==> src/rtl/core/lpfd_pkg.sv <==
// Types, codes and constants of the length-prefixed frame decoder.
// No dependencies; used by every module of the block by scoped name.
`default_nettype none

package lpfd_pkg;

    localparam logic [31:0] MAX_PAYLOAD_RESET = 32'd16777216;
    localparam logic [7:0]  FLAG_MASK_RESET   = 8'hFF;

    // Header byte positions (16-byte header).
    localparam logic [3:0] HDR_LEN_FIRST  = 4'd0;
    localparam logic [3:0] HDR_LEN_LAST   = 4'd3;
    localparam logic [3:0] HDR_CHANNEL    = 4'd4;
    localparam logic [3:0] HDR_FLAGS      = 4'd5;
    localparam logic [3:0] HDR_RSVD_FIRST = 4'd6;
    localparam logic [3:0] HDR_RSVD_LAST  = 4'd7;
    localparam logic [3:0] HDR_LAST       = 4'd15;

    typedef enum logic [1:0] {
        PH_HEADER  = 2'd0,
        PH_PAYLOAD = 2'd1,
        PH_FAILED  = 2'd2
    } phase_t;

    typedef enum logic [1:0] {
        KIND_HEADER  = 2'd0,
        KIND_PAYLOAD = 2'd1,
        KIND_ERROR   = 2'd2
    } kind_t;

    typedef enum logic [1:0] {
        ERR_NONE     = 2'd0,
        ERR_LENGTH   = 2'd1,
        ERR_FLAGS    = 2'd2,
        ERR_RESERVED = 2'd3
    } err_t;

    typedef enum logic {
        CMD_DATA    = 1'b0,
        CMD_RESTART = 1'b1
    } cmd_t;

    typedef enum logic {
        CFG_MAX_PAYLOAD = 1'b0,
        CFG_FLAG_MASK   = 1'b1
    } cfg_idx_t;

    typedef struct packed {
        logic [31:0] max_payload_bytes;
        logic [7:0]  known_flag_mask;
    } cfg_t;

    typedef struct packed {
        cmd_t       command;
        logic [7:0] data_byte;
        logic       chunk_end;
    } in_item_t;

    typedef struct packed {
        kind_t       kind;
        logic [7:0]  channel;
        logic [7:0]  frame_flags;
        logic [63:0] timestamp;
        logic [31:0] payload_length;
        logic [7:0]  payload_byte;
        logic        last;
        err_t        error_code;
    } result_t;

endpackage

`default_nettype wire

==> src/rtl/core/lpfd_in_stage.sv <==
// Input register of the frame decoder: holds one accepted stream transfer.
// Depends on lpfd_pkg.
`default_nettype none

module lpfd_in_stage (
    input  wire logic              aclk,
    input  wire logic              aresetn,
    input  wire logic              s_valid,
    output logic                   s_ready,
    input  wire lpfd_pkg::in_item_t s_item,
    input  wire logic              advance,
    output logic                   item_valid,
    output lpfd_pkg::in_item_t     item
);

    logic               valid_reg;
    logic               valid_next;
    lpfd_pkg::in_item_t item_reg;

    assign s_ready    = !valid_reg || advance;
    assign valid_next = (s_valid && s_ready) || (valid_reg && !advance);

    always_ff @(posedge aclk) begin
        if (!aresetn) begin
            valid_reg <= 1'b0;
        end else begin
            valid_reg <= valid_next;
        end
    end

    // Payload: load on every accepted transfer.
    always_ff @(posedge aclk) begin
        if (s_valid && s_ready) begin
            item_reg <= s_item;
        end
    end

    assign item_valid = valid_reg;
    assign item       = item_reg;

endmodule

`default_nettype wire

==> src/rtl/core/lpfd_parser.sv <==
// Header parser and payload pass-through: frame state and per-byte logic.
// Depends on lpfd_pkg.
`default_nettype none

module lpfd_parser (
    input  wire logic               aclk,
    input  wire logic               aresetn,
    input  wire logic               advance,
    input  wire lpfd_pkg::in_item_t item,
    input  wire lpfd_pkg::cfg_t     cfg,
    output logic                    res_valid,
    output lpfd_pkg::result_t       result
);

    lpfd_pkg::phase_t phase_reg, phase_next;
    logic [3:0]       count_reg, count_next;
    logic [31:0]      length_reg, length_next;
    logic [7:0]       channel_reg, channel_next;
    logic [7:0]       flags_reg, flags_next;
    logic             rsvd_reg, rsvd_next;
    logic [63:0]      time_reg, time_next;
    logic [31:0]      left_reg, left_next;
    lpfd_pkg::err_t   fail_reg, fail_next;

    logic             restart;
    logic             hdr_done;
    logic [31:0]      left_dec;
    logic [63:0]      time_shifted;
    lpfd_pkg::err_t   check_code;

    assign restart      = (item.command == lpfd_pkg::CMD_RESTART);
    assign hdr_done     = (count_reg == lpfd_pkg::HDR_LAST);
    assign left_dec     = left_reg - 32'd1;
    assign time_shifted = {time_reg[55:0], item.data_byte};

    // Header checks in priority order; valid once the whole header is in.
    always_comb begin
        if (length_reg > cfg.max_payload_bytes) begin
            check_code = lpfd_pkg::ERR_LENGTH;
        end else if ((flags_reg & ~cfg.known_flag_mask) != 8'd0) begin
            check_code = lpfd_pkg::ERR_FLAGS;
        end else if (rsvd_reg) begin
            check_code = lpfd_pkg::ERR_RESERVED;
        end else begin
            check_code = lpfd_pkg::ERR_NONE;
        end
    end

    // Next phase.
    always_comb begin
        phase_next = phase_reg;
        if (restart) begin
            phase_next = lpfd_pkg::PH_HEADER;
        end else begin
            unique case (phase_reg)
                lpfd_pkg::PH_FAILED: begin
                    phase_next = lpfd_pkg::PH_FAILED;
                end
                lpfd_pkg::PH_PAYLOAD: begin
                    if (left_dec == 32'd0) begin
                        phase_next = lpfd_pkg::PH_HEADER;
                    end
                end
                default: begin
                    if (hdr_done) begin
                        if (check_code != lpfd_pkg::ERR_NONE) begin
                            phase_next = lpfd_pkg::PH_FAILED;
                        end else if (length_reg == 32'd0) begin
                            phase_next = lpfd_pkg::PH_HEADER;
                        end else begin
                            phase_next = lpfd_pkg::PH_PAYLOAD;
                        end
                    end else begin
                        phase_next = lpfd_pkg::PH_HEADER;
                    end
                end
            endcase
        end
    end

    // Datapath and result.
    always_comb begin
        count_next   = count_reg;
        length_next  = length_reg;
        channel_next = channel_reg;
        flags_next   = flags_reg;
        rsvd_next    = rsvd_reg;
        time_next    = time_reg;
        left_next    = left_reg;
        fail_next    = fail_reg;
        res_valid    = 1'b0;
        result       = '0;

        if (restart) begin
            count_next   = '0;
            length_next  = '0;
            channel_next = '0;
            flags_next   = '0;
            rsvd_next    = 1'b0;
            time_next    = '0;
            left_next    = '0;
            fail_next    = lpfd_pkg::ERR_NONE;
        end else begin
            unique case (phase_reg)
                lpfd_pkg::PH_FAILED: begin
                    res_valid         = item.chunk_end;
                    result.kind       = lpfd_pkg::KIND_ERROR;
                    result.error_code = fail_reg;
                end
                lpfd_pkg::PH_PAYLOAD: begin
                    left_next             = left_dec;
                    res_valid             = 1'b1;
                    result.kind           = lpfd_pkg::KIND_PAYLOAD;
                    result.channel        = channel_reg;
                    result.frame_flags    = flags_reg;
                    result.timestamp      = time_reg;
                    result.payload_length = length_reg;
                    result.payload_byte   = item.data_byte;
                    result.last           = (left_dec == 32'd0);
                end
                default: begin
                    if (count_reg == lpfd_pkg::HDR_LEN_FIRST) begin
                        rsvd_next = 1'b0;
                    end
                    case (count_reg) inside
                        [lpfd_pkg::HDR_LEN_FIRST:lpfd_pkg::HDR_LEN_LAST]: begin
                            length_next = {length_reg[23:0], item.data_byte};
                        end
                        lpfd_pkg::HDR_CHANNEL: begin
                            channel_next = item.data_byte;
                        end
                        lpfd_pkg::HDR_FLAGS: begin
                            flags_next = item.data_byte;
                        end
                        [lpfd_pkg::HDR_RSVD_FIRST:lpfd_pkg::HDR_RSVD_LAST]: begin
                            rsvd_next = rsvd_reg | (item.data_byte != 8'd0);
                        end
                        default: begin
                            time_next = time_shifted;
                        end
                    endcase

                    count_next = count_reg + 4'd1;
                    if (hdr_done) begin
                        fail_next = check_code;
                        if (check_code != lpfd_pkg::ERR_NONE) begin
                            res_valid         = item.chunk_end;
                            result.kind       = lpfd_pkg::KIND_ERROR;
                            result.error_code = check_code;
                        end else begin
                            left_next             = length_reg;
                            res_valid             = 1'b1;
                            result.kind           = lpfd_pkg::KIND_HEADER;
                            result.channel        = channel_reg;
                            result.frame_flags    = flags_reg;
                            result.timestamp      = time_shifted;
                            result.payload_length = length_reg;
                            result.last           = (length_reg == 32'd0);
                        end
                    end
                end
            endcase
        end
    end

    always_ff @(posedge aclk) begin
        if (!aresetn) begin
            phase_reg   <= lpfd_pkg::PH_HEADER;
            count_reg   <= '0;
            length_reg  <= '0;
            channel_reg <= '0;
            flags_reg   <= '0;
            rsvd_reg    <= 1'b0;
            time_reg    <= '0;
            left_reg    <= '0;
            fail_reg    <= lpfd_pkg::ERR_NONE;
        end else if (advance) begin
            phase_reg   <= phase_next;
            count_reg   <= count_next;
            length_reg  <= length_next;
            channel_reg <= channel_next;
            flags_reg   <= flags_next;
            rsvd_reg    <= rsvd_next;
            time_reg    <= time_next;
            left_reg    <= left_next;
            fail_reg    <= fail_next;
        end
    end

endmodule

`default_nettype wire

==> src/rtl/core/lpfd_out_stage.sv <==
// Result register of the frame decoder: holds one result until taken.
// Depends on lpfd_pkg.
`default_nettype none

module lpfd_out_stage (
    input  wire logic              aclk,
    input  wire logic              aresetn,
    input  wire logic              load,
    input  wire lpfd_pkg::result_t result,
    output logic                   slot_free,
    output logic                   m_valid,
    input  wire logic              m_ready,
    output lpfd_pkg::result_t      m_result
);

    logic              valid_reg;
    logic              valid_next;
    lpfd_pkg::result_t result_reg;

    assign slot_free  = !valid_reg || m_ready;
    assign valid_next = load || (valid_reg && !m_ready);

    always_ff @(posedge aclk) begin
        if (!aresetn) begin
            valid_reg <= 1'b0;
        end else begin
            valid_reg <= valid_next;
        end
    end

    always_ff @(posedge aclk) begin
        if (load) begin
            result_reg <= result;
        end
    end

    assign m_valid  = valid_reg;
    assign m_result = result_reg;

endmodule

`default_nettype wire

==> src/rtl/core/length_prefixed_frame_decoder_core.sv <==
// Length-prefixed frame decoder, top level: config registers and stage wiring.
// Depends on lpfd_pkg, lpfd_in_stage, lpfd_parser and lpfd_out_stage.
//
// The block takes one stream byte per transfer and parses 16-byte headers
// (big-endian 32-bit length, channel, flags, two reserved bytes, big-endian
// 64-bit timestamp). After the last header byte it checks, in this order, the
// length against max_payload_bytes, the flags against known_flag_mask, and that
// the reserved bytes are zero. A good header gives a header record (kind 0),
// then each payload byte comes out as kind 1 with last set on the final one;
// an empty frame sets last on its header record. A failed check is sticky: an
// error report (kind 2) comes out for each later byte marked chunk_end, and on
// the failing header byte itself if it is marked so, until a restart command
// (s_command = 1) clears all frame state. Configuration registers survive a
// restart. Throughput is one byte per clock while the result register is free or
// being taken: each byte is held in the input register, makes one pass through
// the parser, and its result is held in the result register that drives
// m_valid. s_ready stays high unless both registers are full and m_ready is
// low. Write configuration only while idle; cfg_ready is always high.
`default_nettype none

module length_prefixed_frame_decoder_core (
    input  wire logic        aclk,
    input  wire logic        aresetn,

    input  wire logic        cfg_valid,
    output logic             cfg_ready,
    input  wire logic        cfg_index,
    input  wire logic [31:0] cfg_data,

    input  wire logic        s_valid,
    output logic             s_ready,
    input  wire logic        s_command,
    input  wire logic [7:0]  s_data_byte,
    input  wire logic        s_chunk_end,

    output logic             m_valid,
    input  wire logic        m_ready,
    output logic [1:0]       m_kind,
    output logic [7:0]       m_channel,
    output logic [7:0]       m_frame_flags,
    output logic [63:0]      m_timestamp,
    output logic [31:0]      m_payload_length,
    output logic [7:0]       m_payload_byte,
    output logic             m_last,
    output logic [1:0]       m_error_code
);

    lpfd_pkg::cfg_t     cfg_reg;
    lpfd_pkg::cfg_t     cfg_next;
    lpfd_pkg::in_item_t s_item;
    lpfd_pkg::in_item_t item;
    lpfd_pkg::result_t  result;
    lpfd_pkg::result_t  m_result;
    logic               item_valid;
    logic               res_valid;
    logic               slot_free;
    logic               advance;

    // Configuration: always ready, decode the register index.
    assign cfg_ready = 1'b1;

    always_comb begin
        cfg_next = cfg_reg;
        if (cfg_valid) begin
            unique case (lpfd_pkg::cfg_idx_t'(cfg_index))
                lpfd_pkg::CFG_MAX_PAYLOAD: cfg_next.max_payload_bytes = cfg_data;
                lpfd_pkg::CFG_FLAG_MASK:   cfg_next.known_flag_mask   = cfg_data[7:0];
                default:                   cfg_next = cfg_reg;
            endcase
        end
    end

    always_ff @(posedge aclk) begin
        if (!aresetn) begin
            cfg_reg.max_payload_bytes <= lpfd_pkg::MAX_PAYLOAD_RESET;
            cfg_reg.known_flag_mask   <= lpfd_pkg::FLAG_MASK_RESET;
        end else begin
            cfg_reg <= cfg_next;
        end
    end

    // Pack the input transfer.
    assign s_item.command   = lpfd_pkg::cmd_t'(s_command);
    assign s_item.data_byte = s_data_byte;
    assign s_item.chunk_end = s_chunk_end;

    // Advance the held byte whenever the result slot can take what it makes;
    // bytes that make no result still wait for that, which keeps order simple.
    assign advance = item_valid && slot_free;

    lpfd_in_stage u_in (
        .aclk       (aclk),
        .aresetn    (aresetn),
        .s_valid    (s_valid),
        .s_ready    (s_ready),
        .s_item     (s_item),
        .advance    (advance),
        .item_valid (item_valid),
        .item       (item)
    );

    lpfd_parser u_parser (
        .aclk      (aclk),
        .aresetn   (aresetn),
        .advance   (advance),
        .item      (item),
        .cfg       (cfg_reg),
        .res_valid (res_valid),
        .result    (result)
    );

    lpfd_out_stage u_out (
        .aclk      (aclk),
        .aresetn   (aresetn),
        .load      (advance && res_valid),
        .result    (result),
        .slot_free (slot_free),
        .m_valid   (m_valid),
        .m_ready   (m_ready),
        .m_result  (m_result)
    );

    // Unpack the result transfer.
    assign m_kind           = m_result.kind;
    assign m_channel        = m_result.channel;
    assign m_frame_flags    = m_result.frame_flags;
    assign m_timestamp      = m_result.timestamp;
    assign m_payload_length = m_result.payload_length;
    assign m_payload_byte   = m_result.payload_byte;
    assign m_last           = m_result.last;
    assign m_error_code     = m_result.error_code;

endmodule

`default_nettype wire

==> config.mk <==
export PLATFORM = sky130hd
export DESIGN_NAME = length_prefixed_frame_decoder_core
export DESIGN_NICKNAME = d
export VERILOG_FILES = /design/src/rtl/core/lpfd_pkg.sv /design/src/rtl/core/lpfd_in_stage.sv /design/src/rtl/core/lpfd_parser.sv /design/src/rtl/core/lpfd_out_stage.sv /design/src/rtl/core/length_prefixed_frame_decoder_core.sv
export SDC_FILE = /design/constraint.sdc
export NUM_CORES = 1
export LEC_CHECK = 0
export BUFFER_PORTS_ARGS = -buffer_cell sky130_fd_sc_hd__buf_2
export CAP_MARGIN = 20
export CORE_UTILIZATION = 26
export DETAILED_ROUTE_END_ITERATION = 16
export GPL_TIMING_DRIVEN = 0
export PLACE_DENSITY = 0.49
export SYNTH_ARGS = -nofsm -noshare
export SYNTH_HDL_FRONTEND = slang
export SYNTH_SLANG_ARGS = --single-unit
==> constraint.sdc <==
create_clock -name aclk -period 12.3 [get_ports aclk]
set_input_delay 0.615 -clock aclk [delete_from_list [all_inputs] [get_ports aclk]]
set_output_delay 0.615 -clock aclk [all_outputs]
set_load 0.1 [all_outputs]
### Yosys cells after proc, flatten, opt, wreduce, memory -nomap -nowiden

Index checks and enable logic that the tools add are counted.
Widths: inputs -> output; s select.

* muxes and demuxes: 57
* add/subtract/negate cells: 2
* order comparisons: 5
* bitwise gates (word level): 5
* reductions and logical operators: 38
* equality and inequality tests: 13

Operators with widths (count)
* $mux 64: 6
* $pmux 112 s2: 1
* $mux 32: 6
* $mux 114: 1
* $mux 112: 1
* $mux 8: 9
* $logic_not 32->1: 2
* $pmux 32 s2: 1
* $gt 32x32->1: 1
* $sub 32x1->32 const B: 1
* $mux 2: 12
* $reduce_bool 8->1: 2
* $mux 1: 12
* $pmux 2 s2: 3
* $ne 2x2->1 const B: 5
* $reduce_bool 2->1: 5
* $and 8x8->8: 1
* $eq 4x3->1 const B: 2
* $mux 4: 2
* $not 8->8: 1
* $reduce_and 2->1: 4
* $reduce_and 4->1: 2
* $logic_and 1x1->1: 7
* $reduce_and 3->1: 2
* 22 further kinds: 31

* output and inout port bits: 128
* register bits: 330
* word-level logic and storage cells: 144
* input bits: 48

### Logic depth before layout (Yosys ltp)

Gate-level depths: netlist (run 1).

* word-level depth: 12
* depth in mapped cells: 13
* gate-level depth less buffers: 10

### By module

From an unflattened synthesis (run 1), not the netlist that was laid out.

* cell total of the unflattened synthesis: 1633
* area total of the unflattened synthesis: 15538.7 µm²

By module, submodules not included
* lpfd_parser: area each 9664.3 µm², cells each 1308, seq. area each 3062.9 µm², times used 1
* lpfd_out_stage: area each 3802.4 µm², cells each 129, seq. area each 3773.6 µm², times used 1
* length_prefixed_frame_decoder_core: area each 1714.1 µm², cells each 181, seq. area each 800.8 µm², times used 1
* lpfd_in_stage: area each 357.8 µm², cells each 15, seq. area each 320.3 µm², times used 1

### Least setup slack after synthesis (run 1)

Ideal clock, no wire load.

* kind: reg2reg
* from: register cfg_reg[14] in the netlist's numbering
* to: register u_out.result_reg (netlist bit u_out.m_result[0]) (enable)
* cell stages (with the launch flop): 11
* setup time: 0.800 ns
* required time: 11.500 ns
* slack: 0.567 ns
* clock period less this slack: 11.733 ns
* data arrival time: 10.932 ns
* path buffers: 0
* path through: dfxtp_1 -> inv_1 -> ha_1 -> a21o_1 -> a211oi_1 -> nand3_1 -> a311oi_1 -> a211o_1 -> nor2b_1 -> o21ai_0 -> a21boi_0

* word-level cells in the longest chain between the ends: 8

RTL lines
* start, declared: line length_prefixed_frame_decoder_core.sv:48 `lpfd_pkg::cfg_t cfg_reg;`
* start signal, assigned: line length_prefixed_frame_decoder_core.sv:78 `cfg_reg <= cfg_next;`
* $gt 32x32->1: line lpfd_parser.sv:38 `if (length_reg > cfg.max_payload_bytes) begin`
* $mux 2: line lpfd_parser.sv:38
* $reduce_bool 2->1: line lpfd_parser.sv:146 `if (check_code != lpfd_pkg::ERR_NONE) begin`
* $mux 1: line lpfd_parser.sv:146
* $mux 1: line lpfd_parser.sv:144 `if (hdr_done) begin`
* $pmux 1 s2: line lpfd_parser.sv:104 `unique case (phase_reg)`
* $mux 1: line lpfd_parser.sv:94 `if (restart) begin`
* $logic_and 1x1->1: line length_prefixed_frame_decoder_core.sv:115 `.load (advance && res_valid),`
* named net u_out.load: line lpfd_out_stage.sv:8 `input wire logic load,`
* end signal, assigned: line lpfd_out_stage.sv:33 `result_reg <= result;`
* end, declared: line lpfd_out_stage.sv:18 `lpfd_pkg::result_t result_reg;`

The timed path passes the listed nets, and every way through them passes these cells.
A chain may end at the register's enable or synchronous reset.

### Worst setup path in the final report (run 1)

* from: register u_parser.length_reg[23]
* to: register u_out.result_reg (netlist bit u_out.m_result[16]) (enable)

* word-level cells in the longest chain between the ends: 8

RTL lines
* start, declared: line lpfd_parser.sv:17 `logic [31:0] length_reg, length_next;`
* start signal, assigned: line lpfd_parser.sv:180 `length_reg <= length_next;`
* $gt 32x32->1: line lpfd_parser.sv:38
* $mux 2: line lpfd_parser.sv:38
* $reduce_bool 2->1: line lpfd_parser.sv:146
* $mux 1: line lpfd_parser.sv:146
* $mux 1: line lpfd_parser.sv:144
* $pmux 1 s2: line lpfd_parser.sv:104
* $mux 1: line lpfd_parser.sv:94
* $logic_and 1x1->1: line length_prefixed_frame_decoder_core.sv:115
* named net u_out.load: line lpfd_out_stage.sv:8

The timed path passes the listed nets, and every way through them passes these cells.

==> summary.md, run 1 <==
| Metric | Value |
|---|---|
| Leakage dissipation | `6.038 nW` |
| Setup TNS | `0 ps` |
| Layout Skew | `~17 ps` |
| CTS Hold Bufs | `0` |
| Share of post-route cells with drive strength above 1 | `between 10% and 20%` |
| DRC violations left | `0` |
| Vias | `around 13,000` |
| Initial antenna violation count | `1` |
| Final Cell Area | `roughly 19,000 sq um` |
| CTS Sinks | `330` |
| Largest family of logic cells by synthesized area | `simple AND/OR/NAND/NOR gates` |
| Status | `finished clean` |
| Critical path endpoint category | `register` |
| IO Pins | `~180` |
| Synth Area in Compound Gates | `16.86%` |
| Final slew viol count | `0` |
| Post-synth EDFFs | `135` |
| Layout net count | `about 1,900` |
| # port buffers | `approximately 170` |
| Placed cell areas | `between 15,000 and 20,000 sq um` |
| Final Hold Fails | `0` |
| Core area | `slightly below 60,000 sq um` |
| Avg Inst Size Synth | `around 10 sq um` |
| Post-synth ARST share | `0%` |
| Worst Path Arrival | `4540 ps` |
| Hold/Removal Path Class | `input port to register` |
| Most frequent cells in the layout | `195 x dfxtp_1, 180 x buf_2, 135 x edfxtp_1` |
| Die span in y | `~240 um` |
| Final Setup Violations | `0` |
| Worst slew margin | `about a third` |
| CP Cell Sequence | `ha_1 -> nand4_1 -> nor4_1 -> nand3_1 -> nor3_1 -> a211o_1 -> nor2b_1 -> o21ai_0 -> a21boi_4 -> buf_16 -> buf_12` |
| DR WL/cell | `between 15 and 20 um` |
| DR pass1 iterations | `6` |
| Placed cells | `2,505` |
| Post-Synth Simple-Gate Area | `22.29%` |
| TritonCTS buffer count | `38` |
| Synth Instances | `1,561` |
| Worst Path Required | `12,560 ps` |
| Worst setup SP type | `register` |
| Synth unique cells | `between 70 and 80` |
| Placer congestion estimate | `0.8821` |
| Syn Std Cell Area | `15,280 sq um` |
| Clk root buf | `clkbuf_16` |
| Cell Pwr Density | `133.2 nW/um^2` |
| Clock Path Buffers | `3` |
| Final ANT Viol Nets | `0` |
| Multiplexer area fraction after synthesis | `less than 1%` |
| Sequential area share after synthesis | `52.09%` |
| Tightest Pin Transition | `1018 ps` |
| RSZ-0062 raised after global routing | `false` |
| Largest net degree at the start of global routing | `29` |
| Total of max-cap violations | `0` |
| Worst-Skew Late Latency | `560 ps` |
| Post-Syn Nets | `between 1,500 and 2,000` |
| Row Count | `between 80 and 90` |
| DRC marker count from the first detailed-route iteration | `~860` |
| Ys flop type | `dfxtp_1` |
| Vias in the first global route | `around 12,000` |
| Hpwl dp | `~36 mm` |
| Fin crit share | `34.80%` |
| Crit-path slowest cell | `a21boi_4` |
| Layout Cells excl Fill | `between 2,000 and 3,000` |
| Buffer count from post-CTS setup fixing | `0` |
| Worst-path fanout max | `28` |
| GRT Total Usage | `around 17%` |
| DRT Wirelength | `between 50 and 60 mm` |
| Reg2reg setup slack | `8020 ps` |
| CTS tree | `done` |
| Most frequent standard cell in the layout excluding fill and tap cells | `dfxtp_1` |
| #FFs+latches synth | `between 300 and 400` |
| Core Util, Final | `around 32%` |
| CTS clock-pin slew for the worst setup and hold paths | `approximately 60 ps` |
| Die W | `around 240 um` |
| DIE AREA | `59,730 sq um` |
| H-tree levels | `2` |
| XOR/XNOR share of the synthesized area | `0.6307%` |
| Ys Warns | `0` |
| Peak Freq | `between 200 and 250 MHz` |
| N_diodes | `0` |
| Tmin final | `4280 ps` |
| Fill count | `between 6,000 and 7,000` |
| Final Power | `around 0.0025 W` |
| Initial Util | `between 20% and 30%` |
| WS Path Type | `register to register` |
| Max FFs per register | `125` |
| Worst IR Drop VDD | `between 0.08 and 0.09 mV` |
| Post-CTS Resized | `0` |
| Area grow syn2layout | `21.39%` |
| Max incr delay on CP | `620 ps` |
| Gr ovfl total | `0` |
| Drt via density | `4.888` |
| First-pass GRT wire length | `roughly 75 mm` |
| Post-Synth Adder-Cell Area | `3.276%` |
per-stage QoR:
stage | setup WS (ps) | hold WS [ps]
6_report | 8020 | 242.0
5_1_grt | 7884 | 234.4
4_1_cts | 8125 | 223.2
3_5_place_dp | 8150 | 456.3
3_3_place_gp | -5073 | 455.3
2_1_floorplan | 567.4 | 440.6
worst paths after layout:
path | from | endpoint | cells after the start
setup / recovery | u_parser.length_reg[23] | u_out.m_result[16] | 11
hold / removal | s_data_byte[4] | u_in.item[5] | 1
setup reg to reg | u_parser.length_reg[23] | u_out.m_result[16] | 11
hold reg to reg | cfg_reg[23] | cfg_reg[23] | 2
worst max-delay path, delay by kind of cell, from the launching register on:
family                     cells  cell delay, ps
and+or+nand+nor                5            1450
AOI/OAI and AO/OA              3            1200
buffers and inverters          2             460
DFF                            1             440
adders and majority gates      1             390
final cells by class:
type / count / area [sq um] / area share [%]
Buffer: 113 / 457.9 / 2.470
Clock buffer: 51 / 1084 / 5.843
Clock inverter: 19 / 221.5 / 1.194
Inverter: 56 / 210.2 / 1.134
Multi-Input combinational cell: 1062 / 6661 / 35.92
Sequential cell: 330 / 7958 / 42.91
Tap cell: 765 / 957.2 / 5.162
Timing Repair Buffer: 179 / 993.5 / 5.358
synthesized netlist by cell type, types with 6 or more instances:
library cell,number,area share (%)
a21boi_0,44,2.2
a31oi_1,6,0.25
nand3_1,35,1.1
o311ai_0,8,0.46
nor2_1,105,2.6
nor3b_1,65,3.2
o211ai_1,8,0.39
a21oi_1,101,3.3
a22oi_1,103,5.1
clkbuf_1,97,2.4
ha_1,40,3.3
nor4_1,18,0.74
inv_1,55,1.4
buf_1,6,0.15
nand4_1,15,0.61
mux2i_1,7,0.46
and2_1,44,1.8
o21ai_0,47,1.5
nand2_1,131,3.2
a211oi_1,8,0.39
nor3_1,30,0.98
a22o_1,10,0.57
and2_4,18,1.0
nor2b_1,126,5.2
edfxtp_1,135,27
a21o_1,6,0.29
xnor2_1,6,0.34
buf_2,6,0.20
o22ai_1,8,0.33
dfxtp_1,195,26
per-layer routing:
metal,part of all wire [%],global-route usage [%],up-vias,wire [um]
met5,0.018,0,-,9
met4,3.1,5.974,2,1570
met3,4.2,2.623,85,2122
met2,48,27.82,293,23870
met1,45,21.27,6157,22620
li1,-,-,6050,-
power by group:
part           leakage (nW)  switching [W]  internal [W]
combinational          2.83      0.0000824     0.0000388
clock                 0.631       0.000466      0.000724
sequential             2.58      0.0000155       0.00114
kinds of logic after synthesis:
family	Yosys count
buffers and inverters	169
and+or+nand+nor	617
DFF	330
adders and majority gates	40
AOI/OAI and AO/OA	386
xor gates and xnor gates	11
other	1
muxes	7
(Power assumes the default switching activity.)
==> inputs of run 2 (changes only) <==
- PLACE_DENSITY: 0.49 -> 0.48
- clock period: 12.3 -> 4.05 ns (I/O delays scaled with it)
==> run 2 against run 1 <==
  * Global-route usage increased by 0.27 points
  * Clock skew increased by 7.4 ps
  * Clock-buffer cell count increased by 8
  * Cell count increased by 1.9%
  * Combinational power increased to 3.3 times the previous value
  * Wire length increased by 1.4%
  * Power increased to 3.0 times the previous value
  * Maximum frequency increased by 15%
  * Sequential cell count unchanged
  * Sequential power increased to 3.0 times the previous value
  * Sequential share of layout area decreased by 1.0 points
  * Critical path type unchanged
==> summary.md, run 2 (synthesized netlist as in run 1, its figures left out) <==
| Metric | Value |
|---|---|
| DIE AREA | `between 50,000 and 60,000 sq um` |
| Row Count | `88` |
| Post-CTS Resized | `0` |
| Cell Pwr Density | `roughly 390 nW/um^2` |
| Total of max-cap violations | `0` |
| # port buffers | `174` |
| TritonCTS buffer count | `38` |
| Setup TNS | `0 ps` |
| Leakage dissipation | `roughly 6.2 nW` |
| Top Family by Delay on Critical Path | `simple AND/OR/NAND/NOR gates` |
| Worst IR Drop VDD | `approximately 0.24 mV` |
| Core area | `57,920 sq um` |
| Final slew viol count | `0` |
| Hold/Removal Path Class | `input port to register` |
| Gr ovfl total | `0` |
| WS Path Type | `register to register` |
| Worst-Skew Late Latency | `approximately 560 ps` |
| Max FFs per register | `~130` |
| IO Pins | `roughly 180` |
| Status | `finished clean` |
| Peak Freq | `268.6 MHz` |
| Drt via density | `between 4 and 5` |
| Placer congestion estimate | `about 0.9` |
| First-pass GRT wire length | `76.74 mm` |
| DRC marker count from the first detailed-route iteration | `952` |
| Clk root buf | `clkbuf_16` |
| Die W | `approximately 240 um` |
| DRT Wirelength | `roughly 51 mm` |
| GRT Total Usage | `16.80%` |
| Tmin final | `~3700 ps` |
| Worst path bufs/invs | `3` |
| Final Power | `about 0.0074 W` |
| Final Setup Violations | `0` |
| Initial Util | `around a quarter` |
| Crit Reg-Reg Startpoint | `u_parser.length_reg[23]` |
| Critical path endpoint category | `register` |
| Hpwl dp | `approximately 36 mm` |
| Area grow syn2layout | `24.51%` |
| CTS Sinks | `330` |
| Worst Hold Launch | `m_ready` |
| Vias in the first global route | `12,570` |
| DRC violations left | `0` |
| Most frequent CP cell | `buf_2` |
| Reg2reg setup slack | `roughly 330 ps` |
| Largest net degree at the start of global routing | `32` |
| Initial antenna violation count | `2` |
| Most frequent standard cell in the layout excluding fill and tap cells | `dfxtp_1` |
| Layout Skew | `~25 ps` |
| Die span in y | `roughly 240 um` |
| Most frequent cells in the layout | `192 x dfxtp_1, 180 x buf_2, 135 x edfxtp_1` |
| Hold WS | `approximately 65 ps` |
| DR WL/cell | `19.40 um` |
| Tightest Pin Transition | `980.2 ps` |
| RSZ-0062 raised after global routing | `false` |
| Share of post-route cells with drive strength above 1 | `about 15%` |
| Worst setup SP type | `register` |
| Fill count | `between 6,000 and 7,000` |
| CTS tree | `done` |
| Final Hold Fails | `0` |
| Pre-CTS WS | `73.86 ps` |
| Worst Path Arrival | `just over 4000 ps` |
| Fin crit share | `91.93%` |
| CP Cell Sequence | `ha_1 -> nand4_1 -> nor4_1 -> nand3_1 -> nor3_1 -> a211o_1 -> and3b_1 -> buf_2 -> buf_2 -> buf_2 -> nand2_1 -> a21oi_1` |
| Crit path from | `u_parser.length_reg[23]` |
| Layout net count | `1,915` |
| Final ANT Viol Nets | `0` |
| Worst-path fanout max | `10` |
| Core Util, Final | `about a third` |
| Clock Path Buffers | `3` |
| Worst Path Required | `approximately 4400 ps` |
| H-tree levels | `2` |
| CTS clock-pin slew for the worst setup and hold paths | `60 ps` |
| Vias | `12,870` |
| Crit-path slowest cell | `nor4_1` |
| Setup slack after layout | `about 330 ps` |
| DR pass1 iterations | `5` |
| Max incr delay on CP | `around 550 ps` |
| Worst slew margin | `about a third` |
run 2: repair_timing:
item	CTS	global route
pin swaps	1	1
setup buffers	0	3
endpoints found under the setup margin	10	110
hold endpoints to repair	52	0
hold buffers	44	0
run 2: report_power, final:
| group | internal [W] | total [W] | switching [W] | leakage [nW] |
|---|---|---|---|---|
| Clock | 0.00209 | 0.00352 | 0.00142 | 0.617 |
| Combinational | 0.000147 | 0.000405 | 0.000258 | 3.04 |
| Sequential | 0.00347 | 0.00352 | 0.0000470 | 2.58 |
| Total | 0.00571 | 0.00744 | 0.00173 | 6.24 |
run 2: per-stage QoR:
step | instance area [sq um] | instances
after floorplan | 15340 | 1561
after global placement | 17170 | 2500
after detailed placement | 17290 | 2505
after CTS | 18990 | 2619
after global routing | 19020 | 2622
final | 19020 | 2624
run 2: worst paths after layout:
check	depth (start not counted)	endpoint
max	12	u_out.m_result[2]
min	3	u_out.m_valid
max reg2reg	12	u_out.m_result[2]
min reg2reg	2	cfg_reg[33]
run 2: per-layer routing:
layer | part of all wire [%] | up-vias | track usage, %
met1 | 45 | 6254 | 21.95
li1 | - | 6142 | -
met4 | 3.0 | 2 | 6.250
met5 | 0.026 | - | 0
met3 | 4.9 | 95 | 2.733
met2 | 47 | 379 | 27.73
run 2: final cells by class:
type / instances / area (sq um) / area share [%]
Clock inverter: 11 / 106.4 / 0.5591
Sequential cell: 330 / 7966 / 41.88
Clock buffer: 59 / 1155 / 6.072
Antenna cell: 2 / 5.005 / 0.02631
Multi-Input combinational cell: 1062 / 6706 / 35.26
Inverter: 56 / 210.2 / 1.105
Buffer: 113 / 457.9 / 2.408
Tap cell: 765 / 957.2 / 5.032
Timing Repair Buffer: 226 / 1456 / 7.657
run 2: worst reg2reg max path: stages, from the launching register on:
cell	delay, ps
dfxtp_1	420
ha_1	380
nand4_1	160
nor4_1	550
nand3_1	150
nor3_1	180
a211o_1	380
and3b_1	210
buf_2	230
buf_2	290
buf_2	310
nand2_1	90
a21oi_1	220
==> inputs of run 3 (changes only) <==
- BUFFER_PORTS_ARGS: -buffer_cell sky130_fd_sc_hd__buf_2 -> default
- DONT_BUFFER_PORTS: default -> 1
- PLACE_DENSITY: 0.48 -> 0.45
==> run 3 against run 2 <==
  * Sequential share of layout area up 1.5 points
  * Die area did not move
  * First-iteration DRC count is 6.3% lower
  * Core utilization shrank 1.2 points
  * Clock power up 11%
  * Worst hold slack got worse by 26 ps
  * Sequential power about the same
  * Sequential cell count unchanged
  * Critical endpoint is now u_out.m_result[92]
  * Largest cell class unchanged
==> summary.md, run 3 (synthesized netlist as in run 1, its figures left out) <==
| Metric | Value |
|---|---|
| Worst Path Required | `between 4000 and 5000 ps` |
| H-tree levels | `2` |
| Multi-input gate area | `roughly 6700 sq um` |
| Vias | `between 10,000 and 15,000` |
| DIE AREA | `~60,000 sq um` |
| Layout Cells excl Fill | `2,457` |
| Worst-path fanout max | `23` |
| Clock Path Buffers | `3` |
| Worst setup SP type | `register` |
| R2R cell count | `12` |
| Die W | `244.4 um` |
| IO Pins | `176` |
| Most frequent standard cell in the layout excluding fill and tap cells | `dfxtp_1` |
| Fin crit share | `93.79%` |
| Fill count | `6,057` |
| Worst IR Drop VDD | `0.2530 mV` |
| Status | `finished clean` |
| RSZ-0062 raised after global routing | `false` |
| Share of post-route cells with drive strength above 1 | `6.915%` |
| Placed cells | `around 2,300` |
| DR pass1 iterations | `5` |
| Layout net count | `roughly 1,700` |
| Final Power | `approximately 0.0078 W` |
| DRT Wirelength | `between 50 and 60 mm` |
| Max FFs per register | `125` |
| Final ANT Viol Nets | `0` |
| First-pass GRT wire length | `~77 mm` |
| Setup slack after layout | `~250 ps` |
| Tmin final | `roughly 3800 ps` |
| Area grow syn2layout | `20.15%` |
| DRC violations left | `0` |
| Hold Crit Depth | `3` |
| Gr ovfl total | `0` |
| Post-CTS Resized | `0` |
| Core area | `just under 60,000 sq um` |
| CTS clock-pin slew for the worst setup and hold paths | `60 ps` |
| Final slew viol count | `0` |
| Most frequent cells in the layout | `192 x dfxtp_1, 135 x edfxtp_1, 131 x nand2_1` |
| Critical path endpoint category | `register` |
| FF+latch area | `7966 sq um` |
| CTS tree | `done` |
| Pre-CTS WS | `-2.549 ps` |
| Leakage dissipation | `5.821 nW` |
| Layout Skew | `between 30 and 40 ps` |
| # port buffers | `0` |
| Final Hold Fails | `0` |
| DR WL/cell | `around 21 um` |
| Total of max-cap violations | `0` |
| DRC marker count from the first detailed-route iteration | `~890` |
| Worst slew margin | `27.57%` |
| Initial antenna violation count | `1` |
| N_diodes | `0` |
| WS Path Type | `register to register` |
| Cell Pwr Density | `around 430 nW/um^2` |
| Tightest Pin Transition | `about 1100 ps` |
| GRT Total Usage | `16.99%` |
| Placer congestion estimate | `around 0.9` |
| Vias in the first global route | `around 12,000` |
| Worst Path Arrival | `between 4000 and 5000 ps` |
| Largest net degree at the start of global routing | `28` |
| CTS Sinks | `330` |
| Drt via density | `around 5` |
| Die span in y | `between 200 and 250 um` |
| Hpwl dp | `between 30 and 40 mm` |
| Final Setup Violations | `0` |
| Clk root buf | `clkbuf_16` |
| Initial Util | `a little over a quarter` |
| Worst-Skew Late Latency | `570 ps` |
| TritonCTS buffer count | `40` |
| Peak Freq | `roughly 260 MHz` |
| Hold/Removal Path Class | `input port to register` |
| Row Count | `between 80 and 90` |
==> run 3: through the flow <==
step / utilization, % / instance area (sq um) / setup TNS, ps / hold WS, ps
floorplan: - / 15340 / -41610 / 301.4
global placement: 28.14 / 16300 / -291120 / 301.6
detailed placement: 28.33 / 16410 / -23.15 / 301.5
CTS: 31.69 / 18350 / 0 / 4.800
global route: 31.69 / 18350 / 0 / 35.42
finish: 31.69 / 18350 / 0 / 38.98
==> run 3: power breakdown <==
part           switching, W  internal, W  total [W]
logic              0.000252     0.000136   0.000388
clock network       0.00148      0.00242    0.00391
registers         0.0000489      0.00347    0.00352
total               0.00178      0.00603    0.00781
==> run 3: critical path, stage by stage (launching register included) <==
cell and delay (ps):
dfxtp_1 450, ha_1 390, nand4_1 160, nor4_1 600, nand3_1 140, nor3_1 170, a211o_1 360, nor2b_4 260
o21ai_2 110, a21boi_4 200, buf_12 200, buf_12 210, buf_16 180
==> run 3: layout make-up <==
type | count | area share, %
buffer | 113 | 2.495
clock buffer | 58 | 6.442
clock inverter | 16 | 1.363
inverter | 56 | 1.145
multi-input combinational | 1062 | 36.54
sequential | 330 | 43.40
tap | 765 | 5.215
timing repair buffer | 57 | 3.395
==> run 3: repair_timing <==
action,in CTS,in global routing
hold buffers,50,0
endpoints found under the hold margin,55,0
buffers inserted,2,0
setup endpoints to repair,20,0
==> run 3: path summary, 6_finish.rpt <==
| check | start | endpoint | slack (ps) |
|---|---|---|---|
| min | cfg_valid | cfg_reg[0] | 40 |
| min reg2reg | cfg_reg[9] | cfg_reg[9] | 470 |
| max reg2reg | u_parser.length_reg[23] | u_out.m_result[92] | 250 |
| max | u_parser.length_reg[23] | u_out.m_result[92] | 250 |
==> run 3: routing by layer <==
| metal | global-route usage [%] | wire length [um] | vias to the layer above |
|---|---|---|---|
| met1 | 22.42 | 22990 | 6083 |
| met3 | 2.853 | 2631 | 70 |
| met2 | 28.28 | 24630 | 349 |
| li1 | - | - | 5810 |
| met5 | 0 | 0 | - |
| met4 | 5.110 | 1113 | 0 |
